**src/design/i2cms_pkg.sv**
```systemverilog
package i2cms_pkg;

	localparam int unsigned TX_DEPTH_DEF = 256;
	localparam int unsigned QUEUE_DEPTH  = 2;
	localparam int unsigned CFG_INDEX_W  = 2;
	localparam int unsigned CFG_DATA_W   = 16;

	typedef enum logic [2:0] {
		KIND_BEGIN   = 3'd0,
		KIND_LOAD    = 3'd1,
		KIND_BUS     = 3'd2,
		KIND_ERROR   = 3'd3,
		KIND_TIMEOUT = 3'd4
	} kind_t;

	typedef enum logic [1:0] {
		REG_TARGET_ADDRESS = 2'd0,
		REG_WRITE_LENGTH   = 2'd1,
		REG_READ_LENGTH    = 2'd2
	} reg_idx_t;

	typedef enum logic [2:0] {
		OP_BEGIN,
		OP_LOAD,
		OP_BUS,
		OP_ERROR,
		OP_TIMEOUT,
		OP_IGNORE
	} op_t;

	typedef enum logic [1:0] {
		CTL_KEEP    = 2'd0,
		CTL_ENABLE  = 2'd1,
		CTL_DISABLE = 2'd2
	} ctl_t;

	typedef enum logic [2:0] {
		ST_OK         = 3'd0,
		ST_NO_DEVICE  = 3'd1,
		ST_BUS_ERROR  = 3'd2,
		ST_TIMEOUT    = 3'd3,
		ST_UNEXPECTED = 3'd4
	} status_t;

	// classified beat, front to back
	typedef struct packed {
		op_t        op;
		logic [7:0] load_index;
		logic [7:0] byte_val;
		logic       start_sent;
		logic       address_done;
		logic       rx_not_empty;
		logic       tx_empty;
		logic       byte_finished;
		logic       err_stop;
		status_t    err_status;
	} item_t;

	// one command record
	typedef struct packed {
		logic        send_valid;
		logic [7:0]  send_byte;
		logic        gen_start;
		logic        gen_stop;
		ctl_t        ack_control;
		ctl_t        buffer_irq_control;
		logic        dummy_read;
		logic        rx_valid;
		logic [15:0] rx_index;
		logic [7:0]  rx_byte;
		logic        done_res;
		status_t     status;
	} out_rec_t;

endpackage

```
**src/design/i2cms_ram.sv**
```systemverilog
module i2cms_ram #(
	parameter int unsigned WIDTH = 8,
	parameter int unsigned DEPTH = 256,
	localparam int unsigned AW = (DEPTH > 1) ? $clog2(DEPTH) : 1
) (
	input  logic             clk,
	input  logic             wr_en,
	input  logic [AW-1:0]    wr_addr,
	input  logic [WIDTH-1:0] wr_data,
	input  logic [AW-1:0]    rd_addr,
	output logic [WIDTH-1:0] rd_data
);

	logic [WIDTH-1:0] mem_q [DEPTH];
	logic [WIDTH-1:0] rd_data_q;

	// read returns the old word on a same-address write
	always_ff @(posedge clk) begin
		if (wr_en) begin
			mem_q[wr_addr] <= wr_data;
		end
		rd_data_q <= mem_q[rd_addr];
	end

	assign rd_data = rd_data_q;

endmodule

```
**src/design/i2cms_front.sv**
```systemverilog
module i2cms_front
	import i2cms_pkg::*;
(
	input  logic       in_valid,
	output logic       in_stall,
	input  logic [2:0] kind,
	input  logic [7:0] load_index,
	input  logic [7:0] byte_in,
	input  logic       start_sent,
	input  logic       address_done,
	input  logic       rx_not_empty,
	input  logic       tx_empty,
	input  logic       byte_finished,
	input  logic       ack_failure,
	input  logic       bus_fault,
	input  logic       queue_full,
	output logic       push,
	output item_t      push_item
);

	always_comb begin
		push_item               = '0;
		push_item.load_index    = load_index;
		push_item.byte_val      = byte_in;
		push_item.start_sent    = start_sent;
		push_item.address_done  = address_done;
		push_item.rx_not_empty  = rx_not_empty;
		push_item.tx_empty      = tx_empty;
		push_item.byte_finished = byte_finished;
		case (kind_t'(kind))
			KIND_BEGIN:   push_item.op = OP_BEGIN;
			KIND_LOAD:    push_item.op = OP_LOAD;
			KIND_BUS:     push_item.op = OP_BUS;
			KIND_ERROR:   push_item.op = OP_ERROR;
			KIND_TIMEOUT: push_item.op = OP_TIMEOUT;
			default:      push_item.op = OP_IGNORE;
		endcase
		// NACK wins over bus fault
		if (ack_failure) begin
			push_item.err_stop   = 1'b1;
			push_item.err_status = ST_NO_DEVICE;
		end else if (bus_fault) begin
			push_item.err_status = ST_BUS_ERROR;
		end else begin
			push_item.err_status = ST_UNEXPECTED;
		end
	end

	assign in_stall = queue_full;
	assign push     = in_valid;

endmodule

```
**src/design/i2cms_queue.sv**
```systemverilog
module i2cms_queue
	import i2cms_pkg::*;
(
	input  logic  clk,
	input  logic  arst_n,
	input  logic  push,
	input  item_t push_item,
	output logic  full,
	output logic  head_valid,
	output item_t head_item,
	input  logic  pop
);

	localparam int unsigned QAW = (QUEUE_DEPTH > 1) ? $clog2(QUEUE_DEPTH) : 1;

	item_t          slot_q [QUEUE_DEPTH];
	logic [QAW-1:0] wr_ptr_q;
	logic [QAW-1:0] rd_ptr_q;
	logic [QAW:0]   count_q;
	logic           do_push;
	logic           do_pop;

	assign full       = (count_q == (QAW+1)'(QUEUE_DEPTH));
	assign head_valid = (count_q != '0);
	assign head_item  = slot_q[rd_ptr_q];
	assign do_push    = push && !full;
	assign do_pop     = pop && head_valid;

	always_ff @(posedge clk) begin
		if (do_push) begin
			slot_q[wr_ptr_q] <= push_item;
		end
	end

	always_ff @(posedge clk or negedge arst_n) begin
		if (!arst_n) begin
			wr_ptr_q <= '0;
			rd_ptr_q <= '0;
			count_q  <= '0;
		end else begin
			if (do_push) begin
				wr_ptr_q <= wr_ptr_q + 1'b1;
			end
			if (do_pop) begin
				rd_ptr_q <= rd_ptr_q + 1'b1;
			end
			if (do_push && !do_pop) begin
				count_q <= count_q + 1'b1;
			end else if (do_pop && !do_push) begin
				count_q <= count_q - 1'b1;
			end
		end
	end

endmodule

```
**src/design/i2cms_back.sv**
```systemverilog
module i2cms_back
	import i2cms_pkg::*;
#(
	parameter int unsigned TX_DEPTH = TX_DEPTH_DEF
) (
	input  logic                   clk,
	input  logic                   arst_n,
	input  logic                   cfg_wr_en,
	input  logic [CFG_INDEX_W-1:0] cfg_index,
	input  logic [CFG_DATA_W-1:0]  cfg_data,
	input  logic                   head_valid,
	input  item_t                  head_item,
	output logic                   pop,
	output logic                   out_valid,
	input  logic                   out_stall,
	output out_rec_t               out_rec
);

	localparam int unsigned AW = (TX_DEPTH > 1) ? $clog2(TX_DEPTH) : 1;

	logic [6:0]  target_address_q;
	logic [8:0]  write_length_q;
	logic [15:0] read_length_q;

	logic        busy_q, busy_d;
	logic        wr_exh_q, wr_exh_d;
	logic        wr_over_q, wr_over_d;
	logic [15:0] pos_q, pos_d;
	logic [AW-1:0] tp_q, tp_d;

	logic          fwd_q;
	logic [7:0]    fwd_byte_q;
	logic          ram_we;
	logic [AW-1:0] ram_waddr;
	logic [7:0]    ram_rdata;
	logic [7:0]    tx_byte;

	logic [AW-1:0] idx_mod [256];

	logic          out_valid_q;
	out_rec_t      out_rec_q;
	out_rec_t      rec;

	logic [16:0]   rx_diff;
	logic [16:0]   tx_diff;
	logic          rx_gt0, rx_gt1, rx_gt2;
	logic          tx_zero, tx_le1;
	logic [15:0]   pos_inc;
	logic [AW-1:0] tp_inc;
	logic          finish;
	status_t       fin_status;

	function automatic logic rx_le_tx_zero(input logic [16:0] d);
		return d[16] || (d[15:0] == 16'd0);
	endfunction

	// load index modulo depth, fixed at elaboration
	for (genvar gi = 0; gi < 256; gi++) begin : g_idx_mod
		localparam int unsigned MODV = gi % TX_DEPTH;
		assign idx_mod[gi] = AW'(MODV);
	end

	assign pop       = head_valid && (!out_valid_q || !out_stall);
	assign ram_waddr = idx_mod[head_item.load_index];
	assign tx_byte   = fwd_q ? fwd_byte_q : ram_rdata;

	// remaining counts against the shared position
	assign rx_diff = {1'b0, read_length_q} - {1'b0, pos_q};
	assign tx_diff = {8'b0, write_length_q} - {1'b0, pos_q};
	assign rx_gt0  = !rx_diff[16] && (rx_diff[15:0] != 16'd0);
	assign rx_gt1  = !rx_diff[16] && (rx_diff[15:0] > 16'd1);
	assign rx_gt2  = !rx_diff[16] && (rx_diff[15:0] > 16'd2);
	assign tx_zero = wr_exh_q || rx_le_tx_zero(tx_diff);
	assign tx_le1  = wr_exh_q || tx_diff[16] || (tx_diff[15:0] <= 16'd1);

	// position and its buffer index move together; a 16-bit wrap lands on 0
	assign pos_inc = pos_q + 16'd1;
	assign tp_inc  = ((tp_q == AW'(TX_DEPTH - 1)) || (pos_q == 16'hFFFF)) ? '0 : tp_q + 1'b1;

	always_comb begin
		rec        = '0;
		busy_d     = busy_q;
		wr_exh_d   = wr_exh_q;
		wr_over_d  = wr_over_q;
		pos_d      = pos_q;
		tp_d       = tp_q;
		ram_we     = 1'b0;
		finish     = 1'b0;
		fin_status = ST_OK;
		if (pop) begin
			case (head_item.op)
				OP_BEGIN: begin
					if (!busy_q) begin
						busy_d        = 1'b1;
						pos_d         = '0;
						tp_d          = '0;
						wr_exh_d      = (write_length_q == 9'd0);
						wr_over_d     = (write_length_q == 9'd0);
						rec.gen_start = 1'b1;
					end
				end
				OP_LOAD: begin
					ram_we = 1'b1;
				end
				OP_BUS: begin
					if (busy_q) begin
						if (head_item.start_sent) begin
							rec.send_valid = 1'b1;
							rec.send_byte  = {target_address_q, tx_zero};
						end else begin
							if (head_item.address_done && tx_zero) begin
								rec.ack_control        = rx_gt1 ? CTL_ENABLE : CTL_DISABLE;
								rec.buffer_irq_control = CTL_ENABLE;
							end
							if (head_item.rx_not_empty && rx_gt0) begin
								rec.rx_valid = 1'b1;
								rec.rx_index = pos_q;
								rec.rx_byte  = head_item.byte_val;
								pos_d        = pos_inc;
								tp_d         = tp_inc;
								if (!rx_gt1) begin
									rec.gen_stop = 1'b1;
									finish       = 1'b1;
								end else begin
									rec.ack_control = rx_gt2 ? CTL_ENABLE : CTL_DISABLE;
								end
							end else if (head_item.tx_empty && !wr_over_q) begin
								if (wr_exh_q) begin
									pos_d          = '0;
									tp_d           = '0;
									rec.dummy_read = head_item.byte_finished;
									if (read_length_q != 16'd0) begin
										rec.gen_start = 1'b1;
									end else begin
										rec.gen_stop = 1'b1;
										finish       = 1'b1;
									end
									wr_over_d = 1'b1;
								end else begin
									rec.buffer_irq_control = tx_le1 ? CTL_DISABLE : CTL_ENABLE;
									rec.send_valid         = 1'b1;
									rec.send_byte          = tx_byte;
									pos_d                  = pos_inc;
									tp_d                   = tp_inc;
									if ({7'b0, write_length_q} <= pos_inc) begin
										wr_exh_d = 1'b1;
									end
								end
							end
						end
					end
				end
				OP_ERROR: begin
					if (busy_q) begin
						rec.gen_stop = head_item.err_stop;
						finish       = 1'b1;
						fin_status   = head_item.err_status;
					end
				end
				OP_TIMEOUT: begin
					if (busy_q) begin
						finish     = 1'b1;
						fin_status = ST_TIMEOUT;
					end
				end
				default: begin
				end
			endcase
			if (finish) begin
				rec.done_res           = 1'b1;
				rec.status             = fin_status;
				rec.buffer_irq_control = CTL_DISABLE;
				busy_d                 = 1'b0;
			end
		end
	end

	// read address follows the next position, so data is ready for the next beat
	i2cms_ram #(
		.WIDTH (8),
		.DEPTH (TX_DEPTH)
	) u_tx_ram (
		.clk     (clk),
		.wr_en   (ram_we),
		.wr_addr (ram_waddr),
		.wr_data (head_item.byte_val),
		.rd_addr (tp_d),
		.rd_data (ram_rdata)
	);

	// catch a write landing on the word read in the same cycle
	always_ff @(posedge clk or negedge arst_n) begin
		if (!arst_n) begin
			fwd_q <= 1'b0;
		end else begin
			fwd_q <= ram_we && (ram_waddr == tp_d);
		end
	end

	always_ff @(posedge clk) begin
		fwd_byte_q <= head_item.byte_val;
	end

	always_ff @(posedge clk or negedge arst_n) begin
		if (!arst_n) begin
			target_address_q <= '0;
			write_length_q   <= '0;
			read_length_q    <= '0;
		end else if (cfg_wr_en) begin
			case (cfg_index)
				REG_TARGET_ADDRESS: target_address_q <= cfg_data[6:0];
				REG_WRITE_LENGTH:   write_length_q   <= cfg_data[8:0];
				REG_READ_LENGTH:    read_length_q    <= cfg_data;
				default: begin
				end
			endcase
		end
	end

	always_ff @(posedge clk or negedge arst_n) begin
		if (!arst_n) begin
			busy_q    <= 1'b0;
			wr_exh_q  <= 1'b1;
			wr_over_q <= 1'b1;
			pos_q     <= '0;
			tp_q      <= '0;
		end else begin
			busy_q    <= busy_d;
			wr_exh_q  <= wr_exh_d;
			wr_over_q <= wr_over_d;
			pos_q     <= pos_d;
			tp_q      <= tp_d;
		end
	end

	always_ff @(posedge clk or negedge arst_n) begin
		if (!arst_n) begin
			out_valid_q <= 1'b0;
		end else if (pop) begin
			out_valid_q <= 1'b1;
		end else if (!out_stall) begin
			out_valid_q <= 1'b0;
		end
	end

	always_ff @(posedge clk) begin
		if (pop) begin
			out_rec_q <= rec;
		end
	end

	assign out_valid = out_valid_q;
	assign out_rec   = out_rec_q;

endmodule

```
**src/design/i2c_master_transfer_sequencer_top.sv**
```systemverilog
// Path: an accepted beat passes the queue and the execute stage; its command
// record is held in the output register until taken. Throughput: one beat per
// cycle while the output register is free, set by the single execute stage and
// its one tx buffer read port; a two-entry queue decouples input from output.
// Reset (arst_n low, asynchronous): idle, position 0, phase flags set, registers 0,
// queue and output empty. The tx buffer keeps its contents and is never cleared.
module i2c_master_transfer_sequencer_top
	import i2cms_pkg::*;
#(
	parameter int unsigned TX_DEPTH = TX_DEPTH_DEF
) (
	input  logic                   clk,
	input  logic                   arst_n,
	// configuration, write only
	input  logic                   cfg_wr_en,
	input  logic [CFG_INDEX_W-1:0] cfg_index,
	input  logic [CFG_DATA_W-1:0]  cfg_data,
	// input channel
	input  logic                   in_valid,
	output logic                   in_stall,
	input  logic [2:0]             kind,
	input  logic [7:0]             load_index,
	input  logic [7:0]             byte_in,
	input  logic                   start_sent,
	input  logic                   address_done,
	input  logic                   rx_not_empty,
	input  logic                   tx_empty,
	input  logic                   byte_finished,
	input  logic                   ack_failure,
	input  logic                   bus_fault,
	// output channel
	output logic                   out_valid,
	input  logic                   out_stall,
	output logic                   send_valid,
	output logic [7:0]             send_byte,
	output logic                   gen_start,
	output logic                   gen_stop,
	output logic [1:0]             ack_control,
	output logic [1:0]             buffer_irq_control,
	output logic                   dummy_read,
	output logic                   rx_valid,
	output logic [15:0]            rx_index,
	output logic [7:0]             rx_byte,
	output logic                   done_res,
	output logic [2:0]             status
);

	// front to queue
	logic     push;
	item_t    push_item;
	logic     queue_full;

	// queue to back
	logic     head_valid;
	item_t    head_item;
	logic     pop;

	out_rec_t out_rec;

	// Front: decodes kind into an operation and folds the error flags into a
	// status code. Stalls only when the queue is full.
	i2cms_front u_front (
		.in_valid      (in_valid),
		.in_stall      (in_stall),
		.kind          (kind),
		.load_index    (load_index),
		.byte_in       (byte_in),
		.start_sent    (start_sent),
		.address_done  (address_done),
		.rx_not_empty  (rx_not_empty),
		.tx_empty      (tx_empty),
		.byte_finished (byte_finished),
		.ack_failure   (ack_failure),
		.bus_fault     (bus_fault),
		.queue_full    (queue_full),
		.push          (push),
		.push_item     (push_item)
	);

	// Short queue: a full output register does not stall the input at once.
	i2cms_queue u_queue (
		.clk        (clk),
		.arst_n     (arst_n),
		.push       (push),
		.push_item  (push_item),
		.full       (queue_full),
		.head_valid (head_valid),
		.head_item  (head_item),
		.pop        (pop)
	);

	// Back: transaction state, tx buffer and the registered command record.
	// One beat is executed per cycle whenever the output register is free.
	i2cms_back #(
		.TX_DEPTH (TX_DEPTH)
	) u_back (
		.clk        (clk),
		.arst_n     (arst_n),
		.cfg_wr_en  (cfg_wr_en),
		.cfg_index  (cfg_index),
		.cfg_data   (cfg_data),
		.head_valid (head_valid),
		.head_item  (head_item),
		.pop        (pop),
		.out_valid  (out_valid),
		.out_stall  (out_stall),
		.out_rec    (out_rec)
	);

	// unpack the record onto the output fields
	assign send_valid         = out_rec.send_valid;
	assign send_byte          = out_rec.send_byte;
	assign gen_start          = out_rec.gen_start;
	assign gen_stop           = out_rec.gen_stop;
	assign ack_control        = out_rec.ack_control;
	assign buffer_irq_control = out_rec.buffer_irq_control;
	assign dummy_read         = out_rec.dummy_read;
	assign rx_valid           = out_rec.rx_valid;
	assign rx_index           = out_rec.rx_index;
	assign rx_byte            = out_rec.rx_byte;
	assign done_res           = out_rec.done_res;
	assign status             = out_rec.status;

endmodule

```
**config.mk**
```make
export PLATFORM = sky130hd
export DESIGN_NAME = i2c_master_transfer_sequencer_top
export DESIGN_NICKNAME = d
export VERILOG_FILES = /design/src/design/i2cms_pkg.sv /design/src/design/i2cms_ram.sv /design/src/design/i2cms_front.sv /design/src/design/i2cms_queue.sv /design/src/design/i2cms_back.sv /design/src/design/i2c_master_transfer_sequencer_top.sv
export SDC_FILE = /design/constraint.sdc
export NUM_CORES = 2
export LEC_CHECK = 0
export CAP_MARGIN = 5
export CELL_PAD_IN_SITES_DETAIL_PLACEMENT = 0
export CELL_PAD_IN_SITES_GLOBAL_PLACEMENT = 1
export CORE_UTILIZATION = 56
export CTS_BUF_LIST = sky130_fd_sc_hd__clkbuf_2 sky130_fd_sc_hd__clkbuf_4 sky130_fd_sc_hd__clkbuf_8
export DETAILED_ROUTE_END_ITERATION = 7
export DONT_BUFFER_PORTS = 1
export GPL_TIMING_DRIVEN = 0
export PLACE_DENSITY_LB_ADDON = 0.1
export SYNTH_ARGS = -nofsm -noshare
export SYNTH_HDL_FRONTEND = slang
export SYNTH_SLANG_ARGS = --single-unit
```
**constraint.sdc**
```tcl
create_clock -name clk -period 6.1 [get_ports clk]
set_clock_uncertainty 0.05 [all_clocks]
set_input_delay 1.22 -clock clk [delete_from_list [all_inputs] [get_ports clk]]
set_output_delay 1.22 -clock clk [all_outputs]
set_load 0.01 [all_outputs]
```
; ---- After elaboration in Yosys (flattened, before gate mapping)
; Memories as Yosys holds them, arrays and structs flattened. A register that Yosys moved wholly into a read port is not among the register bits.
; Index checks and enable logic that the tools add are counted.
[op_classes]
n_addsub = 8
n_lt_le_gt_ge = 5
eq_ne = 22
mux = 91
bitwise_logic = 6
n_reduce_logical = 49
[ops]
columns = operator, count
row1 = 16-bit two-way mux, 6
row2 = 8-bit two-way mux, 11
row3 = 32-bit two-way mux, 2
row4 = 11-bit two-way mux, 4
row5 = 1-bit two-way mux, 37
row6 = 16-bit one-hot mux with 2 select lines, 1
row7 = 16-bit nonzero test, 2
row8 = 28-bit two-way mux, 1
row9 = 25-bit two-way mux, 1
row10 = 2-bit two-way mux, 10
row11 = 9-bit two-way mux, 2
row12 = 16-bit by 16-bit subtractor with 17-bit output, 1
row13 = 9-bit by 16-bit subtractor with 17-bit output, 1
row14 = 16-bit by 1-bit adder with 16-bit output (second input constant), 1
row15 = 16-bit equality test (second input constant), 1
row16 = 16-bit by 1-bit greater-than comparator with 1-bit output (second input constant), 1
row17 = 16-bit by 2-bit greater-than comparator with 1-bit output (second input constant), 1
row18 = 16-bit by 1-bit less-or-equal comparator with 1-bit output (second input constant), 1
row19 = 9-bit by 16-bit less-or-equal comparator with 1-bit output, 1
row20 = 16-bit logical NOT, 1
row21 = 8-bit one-hot mux with 2 select lines, 1
row22 = 3-bit two-way mux, 5
row23 = 3-bit one-hot mux with 5 select lines, 1
row24 = 3-bit by 2-bit equality test with 1-bit output (second input constant), 4
row25 = 35 further kinds, 84
[totals]
regBits = 118
mem_bits_rw = 2104
rom_bits = 2048
inputBits = 49
out_inout_bits = 47
n_memories = 3
[mem_list]
columns = name, depth, word_bits, rd, rd_ports_with_merged_regs, wr, line_no
row1 = (name not given), 256, 8, 1, 0, 0, i2cms_back.sv:64  ; assign ram_waddr = idx_mod[head_item.load_index];
row2 = u_back.u_tx_ram.mem_q, 256, 8, 1, 1, 1, i2cms_ram.sv:14  ; logic [WIDTH-1:0] mem_q [DEPTH];
row3 = u_queue.slot_q, 2, 28, 1, 0, 1, i2cms_queue.sv:16  ; item_t slot_q [QUEUE_DEPTH];

; ---- Longest topological paths before layout
[depth]
ltp_word = 12
ltp_mapped = 22

; ---- By module
; From an unflattened synthesis, not the netlist that was laid out.
[unflattened]
hier_cells = 4618
hier_area_um2 = 89333.2
[modules_own_cells]
columns = module, instances, cells_per_inst, area_per_inst_um2, seq_area_each_um2
row1 = i2cms_ram, 1, 3733, 79556.3, 61659.1
row2 = i2cms_back, 1, 749, 7295.7, 3040.4
row3 = i2cms_queue, 1, 106, 2265.9, 1781.7
row4 = i2cms_front, 1, 30, 215.2, 0.0

; ---- Least setup slack after synthesis
; OpenSTA, ideal clock, no wires.
[synth_timing]
kind = register to register
from = register u_back.pos_q[0]
to = register u_back.u_tx_ram.rd_data_q[0], in the netlist u_back.u_tx_ram.rd_data[0] (read register of u_back.u_tx_ram.mem_q)
setup_time_ps = 135
arrival_time_ps = 4680
setup_slack_ps = 1234
path_stages_with_launch = 20
synth_period_minus_slack_ps = 4866
cell_sequence = dfrtp_1 -> ha_1 -> fa_1 -> nor2b_1 -> o2111ai_2 -> a2111oi_2 -> o21a_1 -> o22ai_1 -> or4b_4 -> o31ai_4 -> buf_4 -> a21oi_2 -> inv_4 -> buf_4 -> buf_4 -> buf_2 -> mux2i_1 -> o22ai_1 -> a2111oi_0 -> nor4_1
[synth_between]
elab_chain_cells = 10
word_cells_on_any_way = 15
[synth_lines]
columns = element, line_no
row1 = "start, declared", i2cms_back.sv:28  ; logic [15:0] pos_q, pos_d;
row2 = "start signal, assigned", i2cms_back.sv:231  ; pos_q <= pos_d;
row3 = "parallel branches: the longest is 5 deep, another holds 16-bit by 16-bit subtractor with 17-bit output", -
row4 = 8-bit two-way mux (*), i2cms_back.sv:115  ; if (head_item.rx_not_empty && rx_gt0) begin
row5 = 8-bit two-way mux (*), i2cms_back.sv:107  ; if (head_item.start_sent) begin
row6 = 8-bit two-way mux (*), i2cms_back.sv:106  ; if (busy_q) begin
row7 = 8-bit one-hot mux with 2 select lines (*), i2cms_back.sv:91  ; case (head_item.op)
row8 = 8-bit two-way mux (*), i2cms_back.sv:90  ; if (pop) begin
row9 = "end, declared", i2cms_ram.sv:15  ; logic [WIDTH-1:0] rd_data_q;
; Every way passes the cells marked *.
; A chain may end at the register's enable or synchronous reset.

; ---- Final worst setup path
[layout_timing]
from = register u_queue.rd_ptr_q
to = memory u_back.u_tx_ram.mem_q[164][0] (enable)
[layout_between]
elab_chain_cells = 6
word_cells_on_any_way = 10
[layout_lines]
columns = element, line_no
row1 = "start, declared", i2cms_queue.sv:18  ; logic [QAW-1:0] rd_ptr_q;
row2 = "start signal, assigned", i2cms_queue.sv:45  ; rd_ptr_q <= rd_ptr_q + 1'b1;
row3 = memory 2 x 28 bit (*), -
row4 = "parallel branches: the longest is 5 deep, another holds memory 256 x 8 bit", -
row5 = "end, declared", i2cms_ram.sv:14
; Every way passes the cells marked *. The select of a mux whose other input is x is not followed.

==> flow_summary.toml <==
[sta]
rsz0062_at_grt = "true"
final-setup-viol-count = 46
tightest_slew_ps = 1640
tns_ps = -2180
relSlewSlack_pct = -9.41
max_freq_mhz = 161
timing.final.crit_share_pct = 102
slew_viol_final = 22
hold_violations = 0
fin_ws_ps = -106
worst_hold_slack_ps = 213
period_minus_slack_ps = 6210

[synth]
synth-seq-area-share_pct = 74.3
ys_types = 83
synth_warnings = 0
synth_edf_count = 2147
netlist_area_sq_mm = 0.0893
synthesis.nets = 6255
synth_top_cell_by_area = "edfxtp_1"
synth_area_leaders = "edfxtp_1 (72%), nand2_1 (5.1%), mux2i_1 (2.7%)"
synthArstFlopShare_pct = 2.92
yosysTopAreaCellShare_pct = 72.2
synth_ff_type = "edfxtp_1"
synth-seq-cells = 2228
avgSynthCellArea_sq_um = 14.5
synth_cells = 6166

[detailed_routing]
drtIter0Drc = 9497
wirelength_mm = 328
routedWlPerCell_microns = 36.5
antenna_left = 0
vias = 60100
route.detailed.drc = 0
viasPerCell = 6.69
dr.pass1.iters = 8

[worst_setup_path]
startpoint_type = "register"
r2r-start = "u_queue.rd_ptr_q$_DFFE_PN0P_"
rr_worst_depth = 8
crit_fanout = 10
required_ps = 6720
path_class = "register to register"
r2r_slack_ps = -110
r2r-end = "u_back.u_tx_ram.mem_q[164][0]$_DFFE_PP_"
worst_setup_path_end_kind = "register"
cp.arrival_ps = 6830

[run_status]
violations = "capacitance limit, slew limit, setup timing"
outcome = "finished with violations"

[finish]
fill_cells = 11500
fin_nets = 6736
drive_above_1_share_pct = 19.9
area_growth_pct = 16.5

[hold_path]
holdPathStages = 0
hold_path_class = "input pin to register"
hp-start = "load_index[0]"
hold_path_end = "u_queue.slot_q[1][17]$_DFFE_PP_"

[die]
fp-row-count = 146
design.die.area_sq_mm = 0.161
initial_core_util_pct = 56.4
die_w_microns = 401
die_h_microns = 401
core-area_sq_mm = 0.158
design.portCount = 96

[placed_design]
place_ws_ps = -3220
hpwl_mm = 224
place.gp.congestion = 1.02
portBuffers = 0

[grt]
antenna_found_initial = 14
track_usage_pct = 40.2
grt_max_degree = 165
grt_pass1_vias = 56500
grt_pass1_wl_mm = 442
grt_overflow_total = 0

[cts]
cts-buffers-inserted = 368
clock_path_buffers = 4
cts_tree = "built"
htreeDepth = 5
cts.sinks = 2228
clkLatencyLatePin_ps = 1110
root_buffer = "clkbuf_8"
path_clk_slew_ps = 60

[power_and_ir_drop]
power_density_mw_per_mm2 = 432
seqPwrFrac_pct = 42.7
internal-power_w = 0.0295
p_clk_share_pct = 28.5
power_switching_w = 0.0155
p_leak_nw = 35.1
total_power_w = 0.0450
peakVddDrop_v = 0.000519
combPwrFrac_pct = 28.8
switching_share_pct = 34.4

[flow_run]
cap_violations = 2
==> what timing repair did <==
| item | CTS | global route |
|---|---|---|
| hold endpoints to repair | 65 | 0 |
| setup buffers | 45 | 44 |
| endpoints found under the setup margin | 11 | 51 |
| gates cloned | 0 | 4 |
| hold buffers | 2 | 0 |
| pin swaps | 64 | 60 |
| resized for setup | 804 | 226 |
==> area by class of cell <==
type	count	area, sq um	area share (%)
clock buffer	498	6120	5.87
antenna	18	45.0	0.0433
sequential	2228	66400	63.8
multi-input combinational	3511	23000	22.1
inverter	61	255	0.245
timing repair buffer	113	1360	1.31
buffer	364	3480	3.35
clock inverter	130	820	0.787
tap	2072	2590	2.49
==> state kept, by name, summed over array words and instances, names as in the netlist, 7 cells and up <==
register / count
u_back.fwd_byte_q: 8
u_back.out_rec: 45
u_back.pos_q: 16
u_back.read_length_q: 16
u_back.target_address_q: 7
u_back.tp_q: 8
u_back.u_tx_ram.mem_q: 2048
u_back.u_tx_ram.rd_data: 8
u_back.write_length_q: 9
u_queue.slot_q: 54
==> per-stage QoR <==
stage          area (sq um)  std cells  util (%)
3_3_place_gp          91900       8238      58.1
6_report             104000       8995      65.7
5_1_grt              104000       8979      65.7
3_5_place_dp          92500       8255      58.4
4_1_cts              103000       8930      64.9
2_1_floorplan         89300       6166         -
==> synth_stat cells, types with 10 or more instances <==
cell / instances
a2111oi_0: 14
a211oi_1: 27
a21o_1: 13
a21oi_1: 204
a221oi_1: 15
a22oi_1: 79
a31oi_1: 94
a32oi_1: 85
and2_1: 15
and3_1: 17
buf_1: 36
buf_2: 148
buf_4: 20
clkbuf_1: 161
dfrtp_1: 63
dfxtp_1: 16
edfxtp_1: 2147
ha_1: 38
inv_1: 56
mux2_2: 49
mux2i_1: 239
mux4_2: 88
nand2_1: 1218
nand2b_1: 12
nand3_1: 366
nand4_1: 83
nor2_1: 354
nor2b_1: 16
nor3_1: 61
nor4_1: 33
o2111ai_1: 24
o211ai_1: 33
o21ai_0: 79
o221a_2: 10
o22ai_1: 54
o32ai_1: 12
xnor2_1: 25
==> cells by family after synthesis <==
logic type / Yosys count / synth area share (%)
AOI/OAI and AO/OA: 857 / 6.66
buffers and inverters: 427 / 2.10
muxes: 376 / 5.51
DFF: 2228 / 74.3
and+or+nand+nor: 2207 / 10.5
adders and majority gates: 40 / 0.577
xor gates and xnor gates: 31 / 0.304
==> layout by cell type (no fill, tap or decap), drive strengths merged, types with 10 or more instances in the layout <==
cell     count
clkbuf     648
nand4       83
o21ai       87
a32oi       85
a31oi       94
a22oi       79
o221a       10
nor2b       16
o211ai      33
clkinv     115
o32ai       12
o2111ai     25
xnor2       25
ha          38
a211oi      27
a21oi      212
inv         59
dfrtp       63
o22ai       54
nor4        34
nand2b      12
a2111oi     16
buf        326
nand2     1219
bufinv      10
diode       18
a21o        13
edfxtp    2147
a221oi      17
mux4        88
mux2        49
and3        17
and2        15
nand3      366
nor2       359
mux2i      239
dfxtp       16
o31ai       10
nor3        61
==> metal layers <==
metal	track usage, %	routed length, microns	vias up
met2	58.1	142000	4651
met5	0.149	80	-
li1	-	-	24500
met3	13.3	46700	961
met4	25.5	23100	8
met1	52.6	116000	30000
==> critical path: stages, from the launching register on <==
cell	delay, ps
dfrtp_1	450
buf_2	330
buf_1	480
buf_1	720
a22oi_1	160
nor2_1	1030
nand2_1	810
clkbuf_1	740
nor2_1	1050
==> how the worst max path moves through the flow <==
stage / start / endpoint / slack [ps]
6_report: u_queue.rd_ptr_q$_DFFE_PN0P_ / u_back.u_tx_ram.mem_q[164][0]$_DFFE_PP_ / -110
3_5_place_dp: u_back.pos_q[0]$_DFFE_PN0P_ / u_back.u_tx_ram.rd_data[1]$_DFF_P_ / -3220
3_3_place_gp: u_back.pos_q[0]$_DFFE_PN0P_ / u_back.u_tx_ram.rd_data[6]$_DFF_P_ / -4010
2_1_floorplan: u_back.pos_q[0]$_DFFE_PN0P_ / u_back.u_tx_ram.rd_data[0]$_DFF_P_ / 1230
5_1_grt: u_back.read_length_q[0]$_DFFE_PN0P_ / u_back.u_tx_ram.rd_data[2]$_DFF_P_ / -70
4_1_cts: u_back.read_length_q[0]$_DFFE_PN0P_ / u_back.u_tx_ram.rd_data[6]$_DFF_P_ / 0.6
==> power by group through the flow <==
stage	sequential, W	combinational, W	clock [W]
finish	0.0192	0.0130	0.0128
floorplan	0.0196	0.00520	0
global route	0.0192	0.0131	0.0134
CTS	0.0192	0.0117	0.0128
global placement	0.0200	0.0101	0
detailed placement	0.0195	0.0106	0
Power figures use the tool's default switching activity.
